### src/rtl/c1c2c3_color_convert_unit_macros.svh
// Assertion macros for the c1c2c3 color converter.
`ifndef C1C2C3_COLOR_CONVERT_UNIT_MACROS_SVH
`define C1C2C3_COLOR_CONVERT_UNIT_MACROS_SVH

`ifndef SYNTHESIS

// The property must hold at every clock edge outside reset.
`define C1C2C3_ASSERT(label, prop, msg) \
	label: assert property (@(posedge clk) disable iff (!arst_n) prop) else $error(msg);

// The condition must never be true at a clock edge outside reset.
`define C1C2C3_ASSERT_NEVER(label, cond, msg) \
	label: assert property (@(posedge clk) disable iff (!arst_n) !(cond)) else $error(msg);

`else

`define C1C2C3_ASSERT(label, prop, msg)
`define C1C2C3_ASSERT_NEVER(label, cond, msg)

`endif

`endif

### src/rtl/c1c2c3_pkg.sv
// Package with the item types, constants and angle table of the c1c2c3 color converter.
package c1c2c3_pkg;

	// Default number of fraction bits of the angle arithmetic.
	localparam int ANGLE_FRAC_BITS = 16;

	// One lane per output channel.
	localparam int LANES = 3;

	// Integer bits of the x and y registers, sign included (values stay below 1024).
	localparam int X_INT_BITS = 11;

	// Integer bits of the angle register, sign included.
	localparam int Z_INT_BITS = 3;

	// Largest channel value; also the scale factor of the angle.
	localparam logic [7:0] CHANNEL_MAX = 8'd255;

	typedef struct packed {
		logic [7:0] blue;
		logic [7:0] green;
		logic [7:0] red;
	} pixel_t;

	typedef struct packed {
		logic [7:0] c1;
		logic [7:0] c2;
		logic [7:0] c3;
	} result_t;

	// Special-case flags that travel with an item through the cells.
	typedef struct packed {
		logic [LANES-1:0] num_zero;
		logic [LANES-1:0] den_zero;
	} lane_flags_t;

	// atan(2^-shift) rounded to nearest at frac fraction bits, evaluated at elaboration.
	function automatic int angle_step(input int shift, input int frac);
		return $rtoi($atan(2.0 ** (-shift)) * (2.0 ** frac) + 0.5);
	endfunction

endpackage

### src/rtl/c1c2c3_cell.sv
// One vectoring rotation cell of the c1c2c3 color converter, three lanes wide, registered.
module c1c2c3_cell #(
	parameter int FRAC  = c1c2c3_pkg::ANGLE_FRAC_BITS,
	parameter int SHIFT = 0,
	localparam int XW = FRAC + c1c2c3_pkg::X_INT_BITS,
	localparam int ZW = FRAC + c1c2c3_pkg::Z_INT_BITS
) (
	input  logic                                        clk,
	input  logic                                        arst_n,
	input  logic                                        load,
	input  logic                                        valid_in,
	input  c1c2c3_pkg::lane_flags_t                     flags_in,
	input  logic [c1c2c3_pkg::LANES-1:0][XW-1:0]        x_in,
	input  logic [c1c2c3_pkg::LANES-1:0][XW-1:0]        y_in,
	input  logic [c1c2c3_pkg::LANES-1:0][ZW-1:0]        z_in,
	output logic                                        valid_q,
	output c1c2c3_pkg::lane_flags_t                     flags_q,
	output logic [c1c2c3_pkg::LANES-1:0][XW-1:0]        x_q,
	output logic [c1c2c3_pkg::LANES-1:0][XW-1:0]        y_q,
	output logic [c1c2c3_pkg::LANES-1:0][ZW-1:0]        z_q
);
	import c1c2c3_pkg::*;

	localparam logic signed [ZW-1:0] STEP = ZW'(angle_step(SHIFT, FRAC));

	logic [LANES-1:0][XW-1:0] x_next;
	logic [LANES-1:0][XW-1:0] y_next;
	logic [LANES-1:0][ZW-1:0] z_next;

	// Rotate toward the x axis by atan(2^-SHIFT); both updates use the old x and y.
	for (genvar k = 0; k < LANES; k++) begin : g_lane
		logic signed [XW-1:0] x_cur;
		logic signed [XW-1:0] y_cur;
		logic signed [XW-1:0] dx;
		logic signed [XW-1:0] dy;
		logic signed [ZW-1:0] z_cur;
		logic                 y_neg;

		assign x_cur = $signed(x_in[k]);
		assign y_cur = $signed(y_in[k]);
		assign z_cur = $signed(z_in[k]);
		assign dx = y_cur >>> SHIFT;
		assign dy = x_cur >>> SHIFT;
		assign y_neg = y_cur[XW-1];

		assign x_next[k] = y_neg ? (x_cur - dx) : (x_cur + dx);
		assign y_next[k] = y_neg ? (y_cur + dy) : (y_cur - dy);
		assign z_next[k] = y_neg ? (z_cur - STEP) : (z_cur + STEP);
	end

	// Item valid bit of this cell.
	always_ff @(posedge clk or negedge arst_n) begin
		if (!arst_n) begin
			valid_q <= 1'b0;
		end else if (load) begin
			valid_q <= valid_in;
		end
	end

	// Lane payload of this cell.
	always_ff @(posedge clk) begin
		if (load) begin
			flags_q <= flags_in;
			x_q     <= x_next;
			y_q     <= y_next;
			z_q     <= z_next;
		end
	end

endmodule

### config.mk
export PLATFORM = sky130hd
export DESIGN_NAME = c1c2c3_cell
export DESIGN_NICKNAME = d
export VERILOG_FILES = /design/src/rtl/c1c2c3_color_convert_unit_macros.svh /design/src/rtl/c1c2c3_pkg.sv /design/src/rtl/c1c2c3_cell.sv
export SDC_FILE = /design/constraint.sdc
export NUM_CORES = 1
export LEC_CHECK = 0
export ABC_AREA = 1
export BUFFER_PORTS_ARGS = -buffer_cell sky130_fd_sc_hd__buf_4
export CAP_MARGIN = 20
export CELL_PAD_IN_SITES_DETAIL_PLACEMENT = 1
export CELL_PAD_IN_SITES_GLOBAL_PLACEMENT = 2
export CORE_UTILIZATION = 34
export DETAILED_ROUTE_END_ITERATION = 6
export GPL_TIMING_DRIVEN = 0
export PLACE_DENSITY = 0.95
export SYNTH_ARGS = -nofsm -noshare
export SYNTH_HDL_FRONTEND = slang
export SYNTH_SLANG_ARGS = --single-unit
### constraint.sdc
create_clock -name clk -period 2.4 [get_ports clk]
set_clock_uncertainty 0.1 [all_clocks]
set_input_delay 0.48 -clock clk [delete_from_list [all_inputs] [get_ports clk]]
set_output_delay 0.48 -clock clk [all_outputs]
set_load 0.1 [all_outputs]
==> flow_summary_export.csv, run 1 <==
group,metric,value,unit
status,outcome,"finished clean",
global_routing,antenna_found_initial,6,
final_layout,n_fill_cell,9801,
clock_tree,clkSinkCount,223,
logic_synthesis,synth_top_area_share,25.7,%
die,row_count,100,
power_and_ir_drop,pwr-share-seq,24.8,%
die,core_area,74900,um2
route,wirelength,113000,um
run,cap_violations,0,
final_layout,drive_gt1_share,13.9,%
sta,hold_ws,0.0919,ns
logic_synthesis,netlist_top_cells_area,"edfxtp_1, nand2_1, ha_1",
logic_synthesis,synth_cell_types,46,
logic_synthesis,synthArstFlopShare,0.448,%
clock_tree,clk_pin_slew,0.06,ns
sta,setup_slack,0.0852,ns
logic_synthesis,syn_avg_cell_area,6.51,um2
sta,max_clock_freq,432,MHz
clock_tree,cts_max_level,1,
die,die_w,278,um
placement,post-place-ws,-0.947,ns
setup_path,endpoint_kind,"register",
power_and_ir_drop,p_per_area,661,nW/um2
power_and_ir_drop,netSwitchingPower,10.5,mW
min_path,hp-class,"input port to asynchronous set/reset pin",
logic_synthesis,ys_warn_count,0,
power_and_ir_drop,clkPwrFrac,24.0,%
clock_tree,cts_tree,"done",
placement,dp_hpwl,93700,um
route,first_iter_violations,1704,
global_routing,grt_pass1_wl,170000,um
placement,place_inst,5404,
global_routing,gr-usage-all-layers,28.5,%
clock_tree,root_buffer,"clkbuf_16",
placement,port_buffers,454,
logic_synthesis,yosysTopAreaCell,"edfxtp_1",
power_and_ir_drop,irDropWorstVdd,0.676,mV
final_layout,area_delta_synth_final,23.6,%
sta,tightest_slew,1.10,ns
die,die_h,278,um
logic_synthesis,yosysSeqAreaShare,25.8,%
die,start_util,34.5,%
logic_synthesis,synth_edf_count,222,
sta,slew_headroom,26.9,%
setup_path,cp.arrival,2.55,ns
setup_path,critPathKind,"input port to register",
power_and_ir_drop,comb_power_share,51.3,%
route,vias,28700,
final_layout,layout.cells.non_filler,5480,
logic_synthesis,synth_ff_type,"edfxtp_1",
power_and_ir_drop,p_int,10.7,mW
logic_synthesis,syn_nets,4494,
global_routing,grt_pass1_vias,29200,
global_routing,grt_max_degree,121,
die,dieArea,77300,um2
final_layout,layout.nets,4997,
logic_synthesis,syn_inst,3980,
sta,rsz0062_at_grt,"true",
clock_tree,clk_latency,0.61,ns
logic_synthesis,synth-seq-cells,223,
die,design.portCount,455,
sta,fin_crit,2.31,ns
route,drcViolationCount,0,
sta,hold_violations,0,
clock_tree,numCtsBuffers,31,
global_routing,overflow,0,
placement,gp_congestion,0.992,
route,wl_per_cell,20.6,um
sta,final-max-slew-violation-count,0,
setup_path,start_kind,"input port",
route,ant_nets,0,
power_and_ir_drop,p_sw_share,49.5,%
sta,setup_viol_count_final,0,
logic_synthesis,syn-cell-area,25900,um2
route,via_per_inst,5.23,
setup_path,required,2.63,ns
clock_tree,clk_path_buf_depth,3,
setup_path,path_max_fanout,8,
route,drt_pre_antenna_iters,5,
power_and_ir_drop,p_leak,16.6,nW
sta,finalCritPeriodShare,96.4,%
final_layout,fin_util,42.7,%
[layout by cell type (no fill, tap or decap), types with 8 or more instances in the layout]
| cell | count |
|---|---|
| a21oi_1 | 280 |
| a31oi_1 | 15 |
| buf_1 | 9 |
| buf_2 | 44 |
| buf_4 | 474 |
| clkbuf_1 | 25 |
| clkbuf_16 | 31 |
| dlygate4sd3_1 | 20 |
| edfxtp_1 | 222 |
| fa_1 | 9 |
| ha_1 | 268 |
| inv_1 | 632 |
| nand2_1 | 1207 |
| nand3_1 | 350 |
| nand4_1 | 98 |
| nor2_1 | 303 |
| nor2_2 | 9 |
| nor3_1 | 21 |
| o21ai_0 | 187 |
| o21ai_1 | 8 |
| o21bai_1 | 57 |
| o22ai_1 | 11 |
| xnor2_1 | 14 |
| xor2_1 | 89 |
[worst paths after layout]
kind / start / to / slack [ns] / depth (start not counted)
max reg2reg: valid_q$_DFFE_PN0P_ / valid_q$_DFFE_PN0P_ / 1.46 / 1
min in group clk: z_in[4] / z_q[4]$_DFFE_PP_ / 0.12 / 2
max in group asynchronous: arst_n / valid_q$_DFFE_PN0P_ / 2.02 / 2
min reg2reg: valid_q$_DFFE_PN0P_ / valid_q$_DFFE_PN0P_ / 0.54 / 1
max: x_in[9] / x_q[20]$_DFFE_PP_ / 0.09 / 14
min: arst_n / valid_q$_DFFE_PN0P_ / 0.09 / 2
[layer usage]
layer	GRT usage, %	up-vias	share of wire [%]	wire length (um)
met1	37.3	13900	44	50200
met5	0	-	0.024	27
li1	-	13900	-	-
met4	9.42	4	3.5	3930
met2	48.4	739	47	53100
met3	3.50	153	5.3	5940
[power by group through the flow]
stage                     Combinational [mW]  Clock (mW)  Sequential (mW)
final                                   10.8        5.07             5.24
after global routing                    11.5        5.30             5.28
after CTS                               10.8        5.20             5.24
after detailed placement                10.7           0             5.30
after global placement                  10.6           0             5.30
after floorplan                         3.72           0             9.17
[critical path, cell delays in order]
cell	delay, ns
buf_4	0.11
inv_1	0.05
ha_1	0.27
clkbuf_2	0.18
inv_1	0.19
a21oi_1	0.14
o21bai_1	0.34
inv_1	0.10
nand3_1	0.19
nand2_1	0.10
nand2_1	0.07
nand2_1	0.07
nand3_1	0.09
nand2_1	0.15
[cells by family (layout without fill, tap and decap cells)]
| family | count (synthesis) | in the layout | synth area share [%] |
|---|---|---|---|
| other | 0 | 4 | 0 |
| adders and majority gates | 285 | 285 | 14.1 |
| muxes | 2 | 2 | 0.0821 |
| and+or+nand+nor | 2027 | 2027 | 32.7 |
| xor gates and xnor gates | 103 | 103 | 3.48 |
| AOI/OAI and AO/OA | 588 | 588 | 12.3 |
| buffers and inverters | 752 | 1279 | 11.5 |
| DFF | 223 | 223 | 25.8 |
[registers in the layout, summed over array words and instances (netlist names)]
| signal | cells |
|---|---|
| y_q | 78 |
| z_q | 57 |
| valid_q | 1 |
| x_q | 81 |
| flags_q | 6 |
[through the flow]
stage	cell area, um2	TNS, ns	power (mW)
final	32000	0	21.2
after global routing	32000	-0.0680	22.1
after CTS	32000	0	21.2
after detailed placement	30700	-72.12	16.0
after global placement	30600	-257.06	15.9
after floorplan	26000	0	12.9
[layout make-up]
| class | instances | area [um2] | share of cell area [%] |
|---|---|---|---|
| repair buffers | 476 | 3660 | 11.4 |
| flip-flops and latches | 223 | 6690 | 20.9 |
| well taps | 969 | 1210 | 3.79 |
| plain buffers | 106 | 571 | 1.78 |
| clock buffers | 34 | 787 | 2.46 |
| inverters | 640 | 2400 | 7.52 |
| clock inverters | 23 | 305 | 0.954 |
| diodes | 4 | 10.0 | 0.0313 |
| multi-input cells | 3005 | 16400 | 51.1 |
[what timing repair did]
action | CTS | global route
hold endpoints to repair | 20 | 0
hold buffers | 20 | 0
setup buffers | 0 | 0
setup endpoints to repair | 19 | 18
resized for setup | 2 | 8
[synth_stat cells (2+ instances only)]
master,number
nor3_1,23
nor4_1,3
nor2b_1,5
inv_1,632
nor2_2,8
o22ai_1,11
edfxtp_1,222
a211oi_1,2
nand2_1,1207
nor2_1,304
and2_1,7
clkbuf_2,3
inv_2,7
a21boi_0,5
nor3_2,5
buf_1,10
a31oi_1,15
o21ai_0,191
xor2_1,89
a21o_1,5
buf_2,45
clkbuf_1,31
fa_1,12
a21oi_1,281
nand3b_1,3
buf_4,22
nand4_1,98
nand2_2,6
and3_1,2
o211ai_1,3
nand3_1,351
xnor2_1,14
nor3b_1,3
ha_1,273
o21a_1,7
o21bai_1,57
o21ai_1,4
o31ai_1,6
No activity file was read; power rests on OpenSTA's default activity.
==> run 2, diff against run 1 <==
--- a/config.mk
+++ b/config.mk
@@ -5,12 +5,12 @@
 export SDC_FILE = /design/constraint.sdc
 export NUM_CORES = 1
 export LEC_CHECK = 0
-export ABC_AREA = 1
+export ABC_AREA = 0
 export BUFFER_PORTS_ARGS = -buffer_cell sky130_fd_sc_hd__buf_4
 export CAP_MARGIN = 20
 export CELL_PAD_IN_SITES_DETAIL_PLACEMENT = 1
 export CELL_PAD_IN_SITES_GLOBAL_PLACEMENT = 2
-export CORE_UTILIZATION = 34
+export CORE_UTILIZATION = 36
 export DETAILED_ROUTE_END_ITERATION = 6
 export GPL_TIMING_DRIVEN = 0
 export PLACE_DENSITY = 0.95
==> run 2 against run 1 <==
Net effect: sequential share of layout area decreased by 0.17 points; critical path type unchanged; fmax decreased by 22%; non-clock buffer count increased by 157; the run now ends with negative setup slack left; synthesized area decreased by 18%; largest power group unchanged; hold slack got worse by 0.057 ns; register-to-register slack improved by 0.06 ns.
==> flow_summary_export.csv, run 2 <==
group,metric,value,unit
setup_path,endpoint,"x_q[74]$_DFFE_PP_",
route,dr_wl_met3,5860,um
status,violations,"negative setup slack",
setup_path,cp_slowest_cell,"a221o_2",
route,vias,22500,
die,dieArea,60300,um2
final_layout,n_fill_cell,6452,
logic_synthesis,syn_inst,2444,
logic_synthesis,synth-seq-cells,223,
power_and_ir_drop,netSwitchingPower,11.0,mW
final_layout,area_delta_synth_final,51.0,%
logic_synthesis,synth_edf_count,222,
setup_path,critical_path.most_common_cell,"a21oi_4",
status,outcome,"complete, but fails checks",
final_layout,multiInputGateArea,16400,um2
die,die_w,246,um
die,start_util,36.7,%
final_layout,drive_gt1_share,38.3,%
route,wl_met1,39900,um
sta,fin_crit,2.98,ns
min_path,hp-class,"input port to register",
clock_tree,cts_tree,"done",
logic_synthesis,synth_cell_types,79,
placement,dp_hpwl,70500,um
final_layout,final_cell_mix,"buf_4, edfxtp_1, ha_1, inv_1, nor2_1",
sta,rsz0062_at_grt,"true",
die,row_count,88,
setup_path,max_stage_delay,0.45,ns
power_and_ir_drop,p_int,11.4,mW
clock_tree,clk_latency,0.59,ns
setup_path,reg2reg_to,"valid_q$_DFFE_PN0P_",
placement,post_dp_cell_area,27000,um2
min_path,holdCritStartpoint,"valid_in",
global_routing,overflow,0,
global_routing,grt_pass1_wl,140000,um
setup_path,required,2.65,ns
route,drcViolationCount,0,
setup_path,reg2reg_depth,1,
logic_synthesis,ys_warn_count,0,
logic_synthesis,synth_mux_area_share,1.89,%
run,cap_violations,0,
clock_tree,numCtsBuffers,30,
setup_path,endpoint_kind,"register",
logic_synthesis,synth_most_common_cell,"ha_1",
logic_synthesis,syn_avg_cell_area,8.74,um2
clock_tree,clk_path_buf_depth,3,
route,drt_pre_antenna_iters,6,
placement,port_buffers,454,
setup_path,critPathKind,"input port to register",
power_and_ir_drop,p_sw_share,49.1,%
sta,max_clock_freq,335,MHz
sta,hold_ws,0.0345,ns
power_and_ir_drop,p_leak,13.8,nW
global_routing,grt_pass1_vias,23200,
logic_synthesis,netlist_top_cells_area,"edfxtp_1, ha_1, a21oi_1",
route,via_per_inst,5.78,
sta,finalSetupTns,-15.71,ns
power_and_ir_drop,clkPwrFrac,20.4,%
setup_path,start_kind,"input port",
setup_path,cp.arrival,3.24,ns
final_layout,fin_util,55.5,%
final_layout,regArea,6690,um2
setup_path,r2r_start,"valid_q$_DFFE_PN0P_",
final_layout,final_cell_area,32300,um2
final_layout,largest_register,"x_q",
route,wl_met2,48000,um
logic_synthesis,syn_nets,2958,
setup_path,path_max_fanout,4,
power_and_ir_drop,comb_power_share,55.5,%
logic_synthesis,synth_compound_area_share,23.2,%
placement,gp_congestion,0.939,
global_routing,antenna_found_initial,4,
power_and_ir_drop,pwr-share-seq,24.1,%
route,first_iter_violations,1504,
sta,hold_violations,0,
sta,setup_slack,-0.582,ns
die,core_area,58100,um2
route,wirelength,99100,um
clock_tree,clkSinkCount,223,
route,ant_nets,0,
logic_synthesis,synth_top_family_by_area,"compound AO/OA/AOI/OAI gates",
die,die_h,246,um
logic_synthesis,synth-simple-area-share,12.3,%
logic_synthesis,synth_common_cells,"ha_1, a21oi_1, inv_1",
final_layout,largest_reg_flops,81,
power_and_ir_drop,irDropWorstVdd,0.714,mV
sta,setup_viol_count_final,77,
route,wl_per_cell,25.4,um
clock_tree,cts_max_level,1,
final_layout,layout_commonest_cell,"buf_4",
logic_synthesis,synthAdderAreaFrac,17.1,%
sta,final-max-slew-violation-count,0,
logic_synthesis,synthXorXnorAreaFrac,7.79,%
global_routing,gr-usage-all-layers,30.2,%
logic_synthesis,synthArstFlopShare,0.448,%
clock_tree,root_buffer,"clkbuf_16",
power_and_ir_drop,p_per_area,694,nW/um2
sta,tightest_slew,1.18,ns
setup_path,cp_cell_sequence,"buf_8, ha_4, fa_2, nor2b_4, or3_4, a21oi_4, a21oi_4, a221o_2, a211o_4, a41o_1, o21ai_2, xnor2_1",
logic_synthesis,yosysSeqAreaShare,31.3,%
logic_synthesis,syn-cell-area,21400,um2
clock_tree,clk_pin_slew,0.06,ns
logic_synthesis,synth_ff_type,"edfxtp_1",
sta,slew_headroom,21.3,%
global_routing,grt_max_degree,95,
setup_path,cp-startpoint,"x_in[54]",
setup_path,reg2reg_slack,1.52,ns
die,design.portCount,455,
route,top_layer,"met5",
logic_synthesis,yosysTopAreaCell,"edfxtp_1",
final_layout,layout.nets,3624,
sta,finalCritPeriodShare,124,%
logic_synthesis,synth_top_area_share,31.2,%
final_layout,top_regs,"x_q: 81 flops, y_q: 78 flops, z_q: 57 flops",
-- run 2: cell count changes in the layout (fill, tap and decap cells not counted), moves of 51 or more --
cell	delta
nand3_1	-322
a21oi_1	-91
nor2_1	-112
a21o_1	+56
ha_1	-51
nand4_1	-80
a21oi_2	+58
o21ai_0	-77
xnor2_1	+120
inv_1	-430
xor2_1	-53
nand2_1	-1095
buf_4	+92
-- run 2: cells by family after synthesis --
| family | Yosys count |
|---|---|
| AO/OA/AOI/OAI | 782 |
| adder cells (fa/ha/maj) | 285 |
| XOR/XNOR | 190 |
| AND/OR/NAND/NOR | 566 |
| flip-flops | 223 |
| buffers and inverters | 358 |
| multiplexers | 40 |
-- run 2: repair_timing --
action	CTS	global route
hold buffers	19	0
pin swaps	179	217
resized for setup	338	280
setup endpoints to repair	93	97
buffers inserted	98	90
hold endpoints to repair	19	0
cloned	1	1
-- run 2: power groups by stage --
stage	clock network (mW)	logic, mW	registers (mW)
6_report	4.57	12.4	5.38
5_1_grt	4.78	12.8	5.43
4_1_cts	4.63	11.5	5.38
3_5_place_dp	0	10.7	5.44
3_3_place_gp	0	10.6	5.42
2_1_floorplan	0	3.42	9.86
-- run 2: stage by stage --
step	total power [mW]	std cells	setup WS (ns)
6_report	22.4	3902	-0.582
3_5_place_dp	16.2	3665	-1.63
5_1_grt	23.1	3902	-0.617
4_1_cts	21.6	3822	-0.497
3_3_place_gp	16.0	3663	-1.57
2_1_floorplan	13.3	2444	-0.775
-- run 2: routing by layer --
metal	vias up	GRT usage [%]
met5	-	0
li1	10100	-
met3	283	4.03
met2	1002	51.8
met4	2	13.5
met1	11200	37.4
-- run 2: worst min path at each step --
stage	end	slack, ns	depth (start not counted)
4_1_cts	valid_q$_DFFE_PN0P_	0.007	2
3_3_place_gp	valid_q$_DFFE_PN0P_	0.16	1
3_5_place_dp	valid_q$_DFFE_PN0P_	0.16	1
2_1_floorplan	valid_q$_DFFE_PN0P_	0.08	0
5_1_grt	valid_q$_DFFE_PN0P_	0.02	2
6_report	valid_q$_DFFE_PN0P_	0.03	2
-- run 2: worst max-delay path: cells and delay by family --
| kind | cells | cell delay [ns] |
|---|---|---|
| xor+xnor | 1 | 0.10 |
| buf+inv | 1 | 0.10 |
| compound gates | 6 | 1.55 |
| fa+ha+maj | 2 | 0.49 |
| simple gates | 2 | 0.49 |
-- run 2: layout make-up --
class / instances / area share (%)
Clock buffer: 35 / 2.45
Clock inverter: 21 / 0.620
Multi-Input combinational cell: 1863 / 50.9
Sequential cell: 223 / 20.7
Antenna cell: 3 / 0.0233
Tap cell: 765 / 2.97
Timing Repair Buffer: 656 / 17.0
Inverter: 253 / 3.49
Buffer: 83 / 1.79
==> run 3, diff against run 2 <==
--- a/config.mk
+++ b/config.mk
@@ -10,10 +10,11 @@
 export CAP_MARGIN = 20
 export CELL_PAD_IN_SITES_DETAIL_PLACEMENT = 1
 export CELL_PAD_IN_SITES_GLOBAL_PLACEMENT = 2
-export CORE_UTILIZATION = 36
+export CORE_UTILIZATION = 34
 export DETAILED_ROUTE_END_ITERATION = 6
 export GPL_TIMING_DRIVEN = 0
-export PLACE_DENSITY = 0.95
+export PLACE_DENSITY = 0.94
+export SKIP_CTS_REPAIR_TIMING = 1
 export SYNTH_ARGS = -nofsm -noshare
 export SYNTH_HDL_FRONTEND = slang
 export SYNTH_SLANG_ARGS = --single-unit
==> constraint.sdc (replaced) <==
create_clock -name clk -period 3.24 [get_ports clk]
set_clock_uncertainty 0.1 [all_clocks]
set_input_delay 0.648 -clock clk [delete_from_list [all_inputs] [get_ports clk]]
set_output_delay 0.648 -clock clk [all_outputs]
set_load 0.1 [all_outputs]
==> run 3 against run 2 <==
Net effect: sequential share of layout area grew 3.6 points; routed wire length shrank 10%; register-to-register slack gained 0.84 ns; the run still ends with negative setup slack left; critical endpoint is now y_q[80]$_DFFE_PP_; sequential cell count is the same.
==> flow_summary_export.csv, run 3 (same netlist as run 2, synthesis figures left out) <==
group,metric,value,unit
sta,finalSetupTns,-0.00379,ns
global_routing,grt_max_degree,121,
setup_path,r2r_start,"valid_q$_DFFE_PN0P_",
final_layout,layout.cells.non_filler,3805,
route,drcViolationCount,0,
min_path,holdPathStages,1,
setup_path,cp_slowest_cell,"fa_2",
sta,final-max-slew-violation-count,0,
sta,fin_crit,3.24,ns
setup_path,start_kind,"input port",
clock_tree,clk_latency,0.59,ns
placement,post_dp_cell_area,25900,um2
setup_path,required,3.57,ns
placement,gp_congestion,0.947,
global_routing,grt_pass1_wl,132000,um
global_routing,gr-usage-all-layers,26.8,%
sta,max_clock_freq,308,MHz
final_layout,drive_gt1_share,21.9,%
setup_path,cp_cell_sequence,"buf_4, ha_1, fa_2, nor2b_2, o2111ai_1, a31oi_2, a31o_2, a31oi_4, o31ai_4, mux2_2, a41o_1, nor2_1",
setup_path,max_stage_delay,0.38,ns
sta,rsz0062_at_grt,"true",
die,dieArea,63800,um2
power_and_ir_drop,p_per_area,561,nW/um2
route,vias,20900,
setup_path,reg2reg_slack,2.36,ns
die,start_util,34.5,%
final_layout,layout.nets,3457,
sta,setup_slack,-0.00379,ns
power_and_ir_drop,power,15.4,mW
sta,setup_viol_count_final,1,
clock_tree,cts_max_level,1,
power_and_ir_drop,p_leak,12.2,nW
placement,post-place-ws,-1.43,ns
final_layout,layout_commonest_cell,"buf_4",
final_layout,largest_reg_flops,81,
route,via_per_inst,5.49,
min_path,holdCritStartpoint,"z_in[21]",
sta,tightest_slew,1.01,ns
global_routing,grt_pass1_vias,22000,
placement,place_inst,3736,
setup_path,cp.arrival,3.57,ns
die,design.portCount,455,
die,die_w,253,um
clock_tree,cts_tree,"done",
sta,hold_violations,0,
die,core_area,61900,um2
final_layout,final_cell_mix,"buf_4, ha_1, a21oi_1, inv_1, edfxtp_1",
run,cap_violations,0,
final_layout,fin_util,44.3,%
placement,port_buffers,454,
global_routing,antenna_found_initial,9,
setup_path,reg2reg_to,"valid_q$_DFFE_PN0P_",
status,violations,"negative setup slack",
route,wirelength,89000,um
clock_tree,clkSinkCount,223,
route,wl_per_cell,23.4,um
clock_tree,root_buffer,"clkbuf_16",
sta,finalCritPeriodShare,100,%
route,drt_pre_antenna_iters,7,
clock_tree,numCtsBuffers,30,
setup_path,cp-startpoint,"x_in[54]",
sta,hold_ws,0.130,ns
setup_path,critPathKind,"input port to register",
final_layout,largest_register,"x_q",
setup_path,endpoint_kind,"register",
route,first_iter_violations,1451,
clock_tree,clk_path_buf_depth,3,
global_routing,overflow,0,
die,die_h,253,um
status,outcome,"complete, but fails checks",
clock_tree,clk_pin_slew,0.06,ns
min_path,hp-class,"input port to register",
setup_path,path_max_fanout,3,
final_layout,top_regs,"x_q: 81 flops, y_q: 78 flops, z_q: 57 flops",
min_path,hold_path_end,"z_q[21]$_DFFE_PP_",
die,row_count,91,
power_and_ir_drop,irDropWorstVdd,0.494,mV
final_layout,final_cell_area,27500,um2
final_layout,area_delta_synth_final,28.5,%
route,ant_nets,0,
sta,slew_headroom,32.4,%
placement,dp_hpwl,71400,um
setup_path,reg2reg_depth,1,
[run 3: changes by cell type in the layout (fill, tap and decap cells not counted), sizes merged]
cell and change:
buf -155, bufinv +2, clkbuf +8, clkinv -1
clkinvlp -3, diode -1, dlygate4sd3 -18, inv -1
[run 3: per-layer routing]
layer | part of all wire, % | track usage (%) | vias to the layer above
met2 | 48 | 45.7 | 696
met1 | 42 | 33.3 | 10300
met5 | 0.090 | 0 | -
met4 | 3.7 | 10.8 | 14
met3 | 6.1 | 4.60 | 174
li1 | - | - | 9705
[run 3: layout make-up]
cell class              count  area [um2]
plain buffers              95         410
inverters                 253         957
fillers                  7353       34500
multi-input cells        1863       13700
diodes                      2        5.00
well taps                 837        1050
clock inverters            18         214
flip-flops and latches    223        6690
repair buffers            477        3620
clock buffers              37         818
[run 3: power breakdown]
| part | internal, mW | leakage (nW) | switching (mW) |
|---|---|---|---|
| Combinational | 1.98 | 9.53 | 5.91 |
| Clock | 2.11 | 0.499 | 1.41 |
| Sequential | 3.81 | 2.18 | 0.178 |
| Total | 7.90 | 12.2 | 7.49 |
[run 3: worst max path at each step]
stage	cells after the start	slack, ns	end
after floorplan	11	-0.10	x_q[74]$_DFFE_PP_
after global placement	15	-1.35	z_q[37]$_DFFE_PP_
after detailed placement	15	-1.43	z_q[37]$_DFFE_PP_
after global routing	13	-0.06	x_q[15]$_DFFE_PP_
final	12	-0.004	y_q[80]$_DFFE_PP_
after CTS	15	-0.79	z_q[37]$_DFFE_PP_
[run 3: critical path, delay by kind of cell]
family                     cells  cell delay, ns
AOI/OAI and AO/OA              6            1.48
buffers and inverters          1            0.13
adders and majority gates      2            0.63
and+or+nand+nor                2            0.31
muxes                          1            0.35
